===== src/hw/rtl/v3a_pkg.sv =====
// ----------------------------------------------------------------------------
// v3a_pkg
// Types, opcodes, widths and helpers shared by the vector unit.
// ----------------------------------------------------------------------------
package v3a_pkg;

   localparam int unsigned FRAC_BITS_DEF = 16;
   localparam int unsigned WORD_W        = 32;
   localparam int unsigned OP_W          = 4;
   localparam int unsigned PROD_W        = 2 * WORD_W;
   localparam int unsigned WIDE_W        = PROD_W + 2;
   localparam int unsigned SQ_STEPS      = WORD_W;
   localparam int unsigned ROOT_W        = WORD_W + 1;
   localparam int unsigned QUO_W         = WORD_W + 1;

   localparam int unsigned PREP_LAT = 3;
   localparam int unsigned SQRT_LAT = SQ_STEPS + 1;
   localparam int unsigned DIV_LAT  = QUO_W + 1;
   localparam int unsigned POST_LAT = 1;
   localparam int unsigned LATENCY  = PREP_LAT + SQRT_LAT + DIV_LAT + POST_LAT;

   localparam logic [OP_W-1:0] OP_ADD   = 4'd0;
   localparam logic [OP_W-1:0] OP_SUB   = 4'd1;
   localparam logic [OP_W-1:0] OP_NEG   = 4'd2;
   localparam logic [OP_W-1:0] OP_SCALE = 4'd3;
   localparam logic [OP_W-1:0] OP_DIV   = 4'd4;
   localparam logic [OP_W-1:0] OP_MAG   = 4'd5;
   localparam logic [OP_W-1:0] OP_NORM  = 4'd6;
   localparam logic [OP_W-1:0] OP_DOT   = 4'd7;
   localparam logic [OP_W-1:0] OP_CROSS = 4'd8;

   localparam logic [WORD_W-1:0] Q_MAX = 32'h7fff_ffff;
   localparam logic [WORD_W-1:0] Q_MIN = 32'h8000_0000;

   typedef logic signed [WORD_W-1:0] word_type;

   // Operands and the results that are already final when an item leaves the
   // front end; travels beside the root and divide pipes.
   typedef struct packed {
      logic [OP_W-1:0] op;
      word_type [2:0]  a;
      word_type        bx;
      word_type [2:0]  r;
      word_type        s;
      logic            sat;
   } side_type;

   typedef struct packed {
      word_type val;
      logic     sat;
   } clip_type;

   // Clips a wide signed value to the 32-bit range.
   function automatic clip_type clip_wide(input logic signed [WIDE_W-1:0] v);
      clip_type c;
      if (v[WIDE_W-1:WORD_W-1] == {(WIDE_W-WORD_W+1){v[WIDE_W-1]}}) begin
         c.val = v[WORD_W-1:0];
         c.sat = 1'b0;
      end else begin
         c.val = v[WIDE_W-1] ? Q_MIN : Q_MAX;
         c.sat = 1'b1;
      end
      return c;
   endfunction

endpackage


===== src/hw/rtl/v3a_post.sv =====
// ----------------------------------------------------------------------------
// v3a_post
// Back end: signs, clips and merges the divide and root results.
// ----------------------------------------------------------------------------
module v3a_post (
   input  logic                       clock,
   input  logic                       reset,
   input  logic                       in_valid,
   input  v3a_pkg::side_type          in_side,
   input  logic [v3a_pkg::ROOT_W-1:0] in_root,
   input  logic [v3a_pkg::QUO_W-1:0]  in_quo [3],
   input  logic [2:0]                 in_ovf,
   input  logic [2:0]                 in_neg,
   output logic                       out_valid,
   output v3a_pkg::word_type [2:0]    out_r,
   output v3a_pkg::word_type          out_s,
   output logic                       out_sat,
   output logic                       out_dz
);
   import v3a_pkg::*;

   logic signed [QUO_W:0] signed_quo [3];
   clip_type              lane [3];
   word_type [2:0]        r_in;
   word_type              s_in;
   logic                  sat_in;
   logic                  dz_in;

   always_comb begin
      for (int i = 0; i < 3; i++) begin
         signed_quo[i] = in_neg[i] ? -$signed({1'b0, in_quo[i]}) : $signed({1'b0, in_quo[i]});
         if (in_ovf[i]) begin
            lane[i].val = in_neg[i] ? Q_MIN : Q_MAX;
            lane[i].sat = 1'b1;
         end else begin
            lane[i] = clip_wide(WIDE_W'(signed_quo[i]));
         end
      end
      r_in   = in_side.r;
      s_in   = in_side.s;
      sat_in = in_side.sat;
      dz_in  = 1'b0;
      case (in_side.op)
         OP_DIV: begin
            sat_in = 1'b0;
            if (in_side.bx == '0) begin
               dz_in  = 1'b1;
               sat_in = 1'b1;
               for (int i = 0; i < 3; i++) begin
                  if (in_side.a[i] == '0) begin
                     r_in[i] = '0;
                  end else begin
                     r_in[i] = in_side.a[i][WORD_W-1] ? Q_MIN : Q_MAX;
                  end
               end
            end else begin
               for (int i = 0; i < 3; i++) begin
                  r_in[i] = lane[i].val;
                  sat_in  = sat_in | lane[i].sat;
               end
            end
         end
         OP_NORM: begin
            sat_in = 1'b0;
            if (in_root == '0) begin
               r_in = in_side.a;
            end else begin
               for (int i = 0; i < 3; i++) begin
                  r_in[i] = lane[i].val;
                  sat_in  = sat_in | lane[i].sat;
               end
            end
         end
         OP_MAG: begin
            // The root reaches past the word when either top bit is set.
            sat_in = in_root[ROOT_W-1] | in_root[ROOT_W-2];
            s_in   = sat_in ? Q_MAX : in_root[WORD_W-1:0];
         end
         default: begin
         end
      endcase
   end

   always_ff @(posedge clock) begin
      if (reset) begin
         out_valid <= 1'b0;
      end else begin
         out_valid <= in_valid;
      end
   end

   always_ff @(posedge clock) begin
      out_r   <= r_in;
      out_s   <= s_in;
      out_sat <= sat_in;
      out_dz  <= dz_in;
   end

endmodule


===== config.mk =====
export PLATFORM = sky130hd
export DESIGN_NAME = v3a_post
export DESIGN_NICKNAME = d
export VERILOG_FILES = /design/src/hw/rtl/v3a_pkg.sv /design/src/hw/rtl/v3a_post.sv
export SDC_FILE = /design/constraint.sdc
export NUM_CORES = 1
export LEC_CHECK = 0
export ABC_AREA = 1
export ABC_CLOCK_PERIOD_IN_PS = 2050
export BUFFER_PORTS_ARGS = -buffer_cell sky130_fd_sc_hd__buf_4
export CAP_MARGIN = 25
export CORE_AREA = 3 3 207 209
export DETAILED_ROUTE_END_ITERATION = 16
export DIE_AREA = 0 0 210 212
export PLACE_DENSITY_LB_ADDON = 0.05
export SLEW_MARGIN = 20
export SYNTH_ARGS = -nofsm -noshare
export SYNTH_HDL_FRONTEND = slang
export SYNTH_SLANG_ARGS = --single-unit
export TNS_END_PERCENT = 10

===== constraint.sdc =====
create_clock -name clock -period 2.05 [get_ports clock]
set_clock_uncertainty 0.15 [all_clocks]
set_input_delay 0.1025 -clock clock [delete_from_list [all_inputs] [get_ports clock]]
set_output_delay 0.1025 -clock clock [all_outputs]
set_load 0.005 [all_outputs]

# Yosys cells after proc, flatten, opt, wreduce, memory -nomap -nowiden
# Cells that the tools add are included.
# totals
elab_cells	54
in_bits	402
ff_bits	131
# op_classes
eq_ne	6
mux	30
add_sub_neg	3
bitwise	3
n_reduce_logical	5
# op_table
operator	count
$mux W32	14
$mux W33	6
$mux W96	2
$pmux W96 S2	1
$logic_not A32 Y1	4
$mux W34	3
$neg A33 Y34	3
$logic_not A33 Y1	1
$eq A4 B3 Y1 const B	3
$eq A2 B2 Y1	3
$mux W1	3
$or A1 B1 Y1	3
$pmux W1 S3	1

# Depth between registers and ports, before layout
# Gate-level depths: netlist (run 1).
# depth
depth_word	9
depth_mapped	18
depth_no_buf	17

# Least setup slack after synthesis (run 1)
# No wires, ideal clock.
# synth_timing
kind	input to register
from	input port in_quo[1] (netlist name)
to	register out_r[65] (netlist name)
setup_ns	0.115
slack_ns	0.261
arrival_ns	1.525
path_stages	16
required_time_ns	1.785
path_cell_list	inv_1 > ha_1 > nand2_2 > nor2_2 > nand2_2 > nand2_4 > nand2_2 > nand2_2 > nand2_2 > o21ai_2 > buf_6 > nand2_1 > nand2_1 > nand2_1 > nand2_1 > nand2_1
# synth_rtl
item	line	source
start: declaration	v3a_post.sv:11	input logic [v3a_pkg::QUO_W-1:0] in_quo [3],
end signal: assignment	v3a_post.sv:93	out_r <= r_in;
end: declaration	v3a_post.sv:15	output v3a_pkg::word_type [2:0] out_r,

==> results of run 1 <==
metrics by stage:
stage	worst slack, ns	instance area [um^2]	hold WS (ns)	total power [W]
CTS	0.00372	19400	0.00140	0.00953
finish	0.0270	19900	-0.00294	0.00955
global placement	-0.127	15600	0.110	0.00559
floorplan	0.261	10100	0.0237	0.00399
global route	-0.0359	19900	-0.00439	0.0101
detailed placement	-0.139	15600	0.114	0.00559
final timing paths:
check / start / to / slack [ns]
min: in_side[177] / out_r[16] / -0.003
max: in_side[238] / out_r[74] / 0.03
critical path: cells and delay by family:
| family | cells | cell delay [ns] |
|---|---|---|
| buf+inv | 3 | 0.92 |
| compound gates | 3 | 0.60 |
| simple gates | 3 | 0.56 |
flip-flops by register name (all words and copies together) (netlist names):
name and flops:
out_sat 1, out_valid 1, out_s 32, out_r 96
out_dz 1
power breakdown:
part	internal [W]	switching, W	leakage [nW]
clock	0.00199	0.00140	0.298
combinational	0.00182	0.00151	8.89
sequential	0.00276	0.0000703	1.10
total	0.00657	0.00298	10.3
placed cells by master (no fill, tap or decap), types with 11 or more instances in the layout:
cell type	n
nor2_4	11
inv_1	79
dfxtp_1	131
nor2_2	22
nand4_1	17
nor2_1	220
buf_6	14
a21oi_1	74
buf_12	17
o21ai_0	110
clkbuf_16	21
xor2_1	57
nand3_1	46
nand2_1	822
nand2_2	25
dlymetal6s4s_1	14
dlygate4sd3_1	309
buf_4	650
nor4_1	15
xnor2_1	24
cell type report:
type / instances / share of cell area (%)
timing repair buffer: 1009 / 43.9
multi-input combinational: 1499 / 34.7
sequential: 131 / 13.1
tap: 532 / 3.34
clock buffer: 18 / 2.20
inverter: 89 / 1.69
clock inverter: 14 / 0.941
antenna: 2 / 0.0251
timing repair:
action                                  4_1_cts  5_1_grt
hold buffers                                322        2
endpoints found under the setup margin        0       97
buffers inserted                              0       11
hold endpoints to repair                    131        2
gates resized for setup                       0       96
per-layer routing:
| layer | global-route usage (%) | vias up |
|---|---|---|
| met3 | 4.49 | 99 |
| met5 | 0 | - |
| li1 | - | 7534 |
| met2 | 41.3 | 526 |
| met1 | 29.3 | 6714 |
| met4 | 9.07 | 0 |
cells by family after synthesis:
kind of cell             after synthesis  synth area share, %
flip-flops                           131                 26.0
adder cells (fa/ha/maj)                3                0.371
AO/OA/AOI/OAI                        210                 11.0
AND/OR/NAND/NOR                     1205                 47.6
XOR/XNOR                              81                 7.02
buffers and inverters                176                 8.05
==> out/results.tsv, run 1 <==
metric	value	unit
status	finished, violations left	
Post-Syn Area	10100	um^2
routability cong.	0.916	
routed vias/inst	4.52	
clk buf depth	2	
Mapped Avg Cell Area	5.60	um^2
layout cells sized above 1	29.4	%
crit start category	input port	
Cell Chain, Critical Path	dlygate4sd3_1, buf_4, nor4_1, nand4_1, o21ai_2, buf_4, o21ai_0, a21oi_1, nand2_1	
CP max stage delay	0.54	ns
CTS Buf Count	17	
fmax	494	MHz
Max VDD drop	0.000380	V
RSZ-0062 raised after global routing	true	
total number of vias	14900	
maxcap violations	0	
initial antenna violation count	2	
die width	210	um
yosys warns	0	
register area	2620	um^2
register area share after synthesis	26.0	%
GRT Util Overall	23.8	%
nets@finish	3152	
met1 WL	23500	um
Power Density	479	nW/um^2
worst min path class	in -> reg	
data required time of the worst path	2.22	ns
count leader, synth	nand2_1	
Max Used Layer	met4	
Fin. Hold Viols	1	
Main synth FF type	dfxtp_1	
die area	44500	um^2
slowest cell on the critical path	dlygate4sd3_1	
final std cells w/o fill	3294	
setup tns final	0	ns
Top cell by count, worst path	buf_4	
grt total ovfl	0	
synthesis-to-layout area growth	97.4	%
clock root buffer master	clkbuf_16	
first-pass GRT wire length	82700	um
largest net degree at the start of global routing	97	
Final Max Slew Viols	0	
Slew headroom	63.5	%
number of global-route vias before repair	14800	
Area contributors post-synth	nand2_1 31%, dfxtp_1 26%, nor2_1 8.9%, o21ai_0 5.5%, xor2_1 4.9%	
H-tree levels	4	
Met3 Routed Length	3270	um
Worst-path clk slew	0.06	ns
critical path class	in -> reg	
final WL	56200	um
Synth Instances	1806	
WHS Path Cells	4	
fin crit share	98.7	%
failing checks	negative hold slack	
TritonCTS clock tree	done	
Synth top cells by count	830 x nand2_1, 240 x nor2_1, 131 x dfxtp_1	
Tmin final	2.02	ns
placed cell count	2927	
clk sink count	131	
Port Buffers	532	
Leakage	10.3	nW
initial drt markers	847	
synthesized net count	2211	
Initial Util	24.6	%
Top Ports	533	
Die Ht	212	um
#FFs+latches synth	131	
Final Util	48.6	%
CP Data Arrival Time	2.20	ns
first drt pass iteration count	6	
area occupied by multi-input gates	6930	um^2
largest fanout on the critical path	15	
number of synthesized flops with an enable pin	0	
largest area contributor in the netlist	nand2_1	
Yosys cell types	41	
row count	74	
Least-Margin Pin Slew	0.543	ns
WL/cell	17.1	um
post-synthesis async set-or-reset flop share	0	%
Synth top area share	30.8	%
Crit. End Element	register	
setup violators final	0	
post-DP HPWL	43000	um
final routed DRC violation total	0	
metal2 WL	27600	um
Post-DRT Antenna Nets	0	
Hold WS	-0.00294	ns
# fillers	4251	
core area	41000	um^2
Note: power is estimated with default switching activity, not from simulation.
==> inputs of run 2 (changes only) <==
--- a/config.mk
+++ b/config.mk
@@ -12,7 +12,7 @@
 export CORE_AREA = 3 3 207 209
 export DETAILED_ROUTE_END_ITERATION = 16
 export DIE_AREA = 0 0 210 212
-export PLACE_DENSITY_LB_ADDON = 0.05
+export PLACE_DENSITY = 0.57
 export SLEW_MARGIN = 20
 export SYNTH_ARGS = -nofsm -noshare
 export SYNTH_HDL_FRONTEND = slang
==> run 2 against run 1 <==
The run now ends clean. Sequential share of layout area rose by 0.091 points. Setup slack got worse by 0.00080 ns. Non-clock buffer count fell by 3. Cell area fell by 0.68%. Sequential power barely moved. Routed wire length fell by 0.54%. Total power fell by 0.57%. Maximum frequency barely moved. Critical path type unchanged. Highest routed layer is now met5.
==> out/results.tsv, run 2 (synthesized netlist as in run 1, its figures left out) <==
metric	value	unit
data required time of the worst path	2.23	ns
row count	74	
largest register by flop count	out_r	
Slew headroom	61.0	%
number of global-route vias before repair	15500	
H-tree levels	4	
largest fanout on the critical path	30	
Initial Util	24.6	%
die area	44500	um^2
status	finished, final reports clean	
# fillers	4087	
fmax	494	MHz
maxcap violations	0	
Least-Margin Pin Slew	0.585	ns
core area	41000	um^2
Die Ht	212	um
most frequent cells in the layout	816 x nand2_1, 658 x buf_4, 321 x dlygate4sd3_1	
routed vias/inst	4.66	
Max VDD drop	0.000462	V
first-pass GRT wire length	83200	um
Fin. Hold Viols	0	
max FFs per register	96	
setup violators final	0	
die width	210	um
post-DP HPWL	42000	um
Hold WS	0.00451	ns
Tmin final	2.02	ns
Power Density	479	nW/um^2
nets@finish	3149	
clk sink count	131	
layout cells sized above 1	29.3	%
initial drt markers	1063	
clk buf depth	2	
Final Max Slew Viols	0	
most common cell after layout, fill and taps aside	nand2_1	
crit start category	input port	
final WL	55900	um
Final Util	48.3	%
RSZ-0062 raised after global routing	true	
Top Ports	533	
fin crit share	98.7	%
grt total ovfl	0	
first drt pass iteration count	7	
CTS Buf Count	17	
Port Buffers	532	
total number of vias	15300	
Top Registers	out_r x96, out_s x32	
GRT Util Overall	23.8	%
largest net degree at the start of global routing	49	
Post-DRT Antenna Nets	0	
synthesis-to-layout area growth	96.0	%
clock root buffer master	clkbuf_16	
CP Data Arrival Time	2.21	ns
worst min path class	in -> reg	
initial antenna violation count	3	
routability cong.	0.920	
Leakage	10.2	nW
WL/cell	17.0	um
Crit. End Element	register	
final routed DRC violation total	0	
critical path class	in -> reg	
TritonCTS clock tree	done	
Worst-path clk slew	0.06	ns
-- run 2: cell types whose count changed in the layout (fill, tap and decap cells not counted), moves of 3 or more --
cell	before	now
dlygate4sd3_1	309	321
nand2_2	25	31
nand2_1	822	816
nor2_2	22	17
dlymetal6s4s_1	14	4
buf_12	17	14
nor2_4	11	17
buf_6	14	6
buf_4	650	658
-- run 2: through the flow --
step	instances	instance area [um^2]	setup WS [ns]	total power (W)	setup TNS, ns
after detailed placement	2929	15600	-0.304	0.00554	-22.70
after global placement	2929	15600	-0.281	0.00553	-20.47
final	3291	19800	0.0262	0.00949	0
after floorplan	1806	10100	0.261	0.00399	0
after global routing	3291	19800	-0.0187	0.00998	-0.0463
after CTS	3286	19500	0.000765	0.00945	0
-- run 2: worst max-delay path, cell delays in order --
cell and delay, ns:
dlygate4sd3_1 0.56, buf_4 0.16, nor4_4 0.26, nand2_1 0.07, nor2_1 0.13, nand2_1 0.12, nand2_1 0.10, or2_1 0.14
buf_12 0.19, nand2_1 0.07, a21oi_1 0.20, nand2_1 0.08
-- run 2: area by class of cell --
cell class	count	area (um^2)	area share, %
flip-flops and latches	131	2620	13.2
inverters	89	334	1.69
repair buffers	1006	8620	43.5
clock inverters	14	191	0.966
diodes	2	5.00	0.0253
multi-input cells	1499	6940	35.0
well taps	532	666	3.36
clock buffers	18	439	2.22
-- run 2: where the power goes --
| part | internal (W) | total [W] | leakage, nW | switching, W |
|---|---|---|---|---|
| Combinational | 0.00179 | 0.00328 | 8.74 | 0.00149 |
| Sequential | 0.00276 | 0.00284 | 1.10 | 0.0000773 |
| Clock | 0.00199 | 0.00337 | 0.303 | 0.00139 |
| Total | 0.00654 | 0.00949 | 10.2 | 0.00296 |
-- run 2: path summary, 6_finish.rpt --
kind                      from   endpoint  depth (start not counted)  slack [ns]
setup / recovery  in_side[193]  out_r[51]                         12        0.03
hold / removal       in_quo[5]  out_r[69]                          7       0.005
-- run 2: timing repair --
item / 4_1_cts / 5_1_grt
gates resized for setup: 0 / 82
endpoints found under the hold margin: 130 / 0
setup endpoints to repair: 0 / 71
buffers inserted: 0 / 5
hold buffers: 325 / 0
-- run 2: layer usage --
metal | part of all wire [%] | GRT usage, % | routed length, um
met1 | 38 | 25.8 | 21300
met2 | 50 | 44.0 | 28200
met3 | 7.2 | 6.27 | 4010
met4 | 4.4 | 9.93 | 2460
met5 | 0.023 | 0 | 13
==> inputs of run 3 (changes only) <==
--- a/config.mk
+++ b/config.mk
@@ -12,6 +12,7 @@
 export CORE_AREA = 3 3 207 209
 export DETAILED_ROUTE_END_ITERATION = 16
 export DIE_AREA = 0 0 210 212
+export MAX_ROUTING_LAYER = met4
 export PLACE_DENSITY = 0.57
 export SLEW_MARGIN = 20
 export SYNTH_ARGS = -nofsm -noshare
==> run 3 against run 2 <==
Die area did not move. First-iteration DRC count fell by 7.0%. Critical path depth is 1 higher. Clock power is 7.1% lower. Cell area grew 0.74%. Combinational power about the same. Highest routed layer is now met4.
==> out/results.tsv, run 3 (synthesized netlist as in run 1, its figures left out) <==
metric	value	unit
largest fanout on the critical path	12	
Slew headroom	42.8	%
WL/cell	17.2	um
routability cong.	0.929	
Worst-path clk slew	0.07	ns
final routed DRC violation total	0	
WHS Path Cells	9	
largest register by flop count	out_r	
final setup margin	0.0189	ns
total number of vias	15300	
fmax	492	MHz
slowest cell on the critical path	dlygate4sd3_1	
CP delay by family, top	buffers and inverters	
clk sink count	131	
Fin. Hold Viols	0	
Top cell by count, worst path	nand2_1	
most common cell after layout, fill and taps aside	nand2_1	
max FFs per register	96	
RSZ-0062 raised after global routing	true	
Post-DRT Antenna Nets	0	
crit start category	input port	
nets@finish	3167	
Hold Startpoint	in_ovf[1]	
area occupied by multi-input gates	6990	um^2
final WL	57000	um
Top Ports	533	
number of global-route vias before repair	15700	
first-pass GRT wire length	84900	um
die width	210	um
worst min path class	in -> reg	
Leakage	10.2	nW
Die Ht	212	um
most frequent cells in the layout	811 x nand2_1, 670 x buf_4, 323 x dlygate4sd3_1	
H-tree levels	4	
TritonCTS clock tree	done	
initial antenna violation count	4	
Final Max Slew Viols	0	
status	finished, final reports clean	
Crit. End Element	register	
row count	74	
layout cells sized above 1	30.1	%
Power Density	464	nW/um^2
maxcap violations	0	
CTS Buf Count	17	
clock root buffer master	clkbuf_16	
Levels on crit path	13	
GRT Util Overall	25.2	%
synthesis-to-layout area growth	97.5	%
core area	41000	um^2
routed vias/inst	4.63	
Tmin final	2.03	ns
die area	44500	um^2
CP max stage delay	0.56	ns
Cell Chain, Critical Path	dlygate4sd3_1, buf_4, nor4_2, nand2_1, nor2_1, nand2_1, nand2_1, or2_4, buf_12, buf_12, nand2_1, a21oi_2, nand2_1	
data required time of the worst path	2.25	ns
clk buf depth	2	
initial drt markers	989	
grt total ovfl	0	
Initial Util	24.6	%
critical path class	in -> reg	
Top Registers	out_r x96, out_s x32	
Port Buffers	532	
fin crit share	99.1	%
register area	2620	um^2
Pwr Total	0.00926	W
CP bufs+invs	4	
CP Data Arrival Time	2.23	ns
largest net degree at the start of global routing	74	
setup violators final	0	
DP Worst Slack	-0.364	ns
Least-Margin Pin Slew	0.858	ns
# fillers	4060	
Worst setup startpoint	in_side[194]	
post-DP HPWL	42600	um
Max VDD drop	0.000525	V
first drt pass iteration count	6	
run 3: timing repair:
item | in CTS | in global routing
setup endpoints to repair | 0 | 80
hold endpoints to repair | 130 | 0
hold buffers | 330 | 0
setup buffers | 0 | 11
resized for setup | 0 | 103
run 3: metal layers:
layer	share of wire (%)	up-vias	global-route usage, %
met5	0	-	-
met2	49	641	44.0
met3	6.4	144	5.21
met4	5.2	0	12.4
li1	-	7564	-
met1	39	6982	27.5
run 3: tightest hold or removal path, stage by stage:
cell and delay (ns):
buf_4 0.08, inv_1 0.05, nand3_1 0.06, nor2_1 0.04, nand2_1 0.05, nor2_1 0.04, nand2_1 0.06, nand2_2 0.06
nand2_1 0.05
run 3: cell type report:
| type | instances | share of cell area (%) |
|---|---|---|
| Timing Repair Buffer | 1024 | 43.9 |
| Multi-Input combinational cell | 1499 | 35.0 |
| Sequential cell | 131 | 13.1 |
| Tap cell | 532 | 3.34 |
| Clock buffer | 17 | 2.13 |
| Inverter | 89 | 1.69 |
| Clock inverter | 15 | 0.740 |
| Antenna cell | 4 | 0.0502 |
run 3: stage by stage:
stage / instances / TNS, ns / instance area [um^2] / hold WS (ns) / util, %
after floorplan: 1806 / 0 / 10100 / 0.0237 / -
after global placement: 2938 / -21.74 / 15600 / 0.111 / 38.1
after detailed placement: 2938 / -25.92 / 15600 / 0.121 / 38.1
after CTS: 3300 / 0 / 19500 / 0.00273 / 47.6
after global routing: 3311 / -2.31 / 20000 / 0.0467 / 48.7
final: 3311 / 0 / 20000 / 0.0145 / 48.7
run 3: power breakdown:
| group | total (W) | switching [W] | internal [W] |
|---|---|---|---|
| logic | 0.00330 | 0.00149 | 0.00181 |
| clock network | 0.00313 | 0.00143 | 0.00170 |
| registers | 0.00284 | 0.0000802 | 0.00276 |
run 3: final timing paths:
path	slack, ns	end
min	0.01	out_sat
max	0.02	out_r[41]
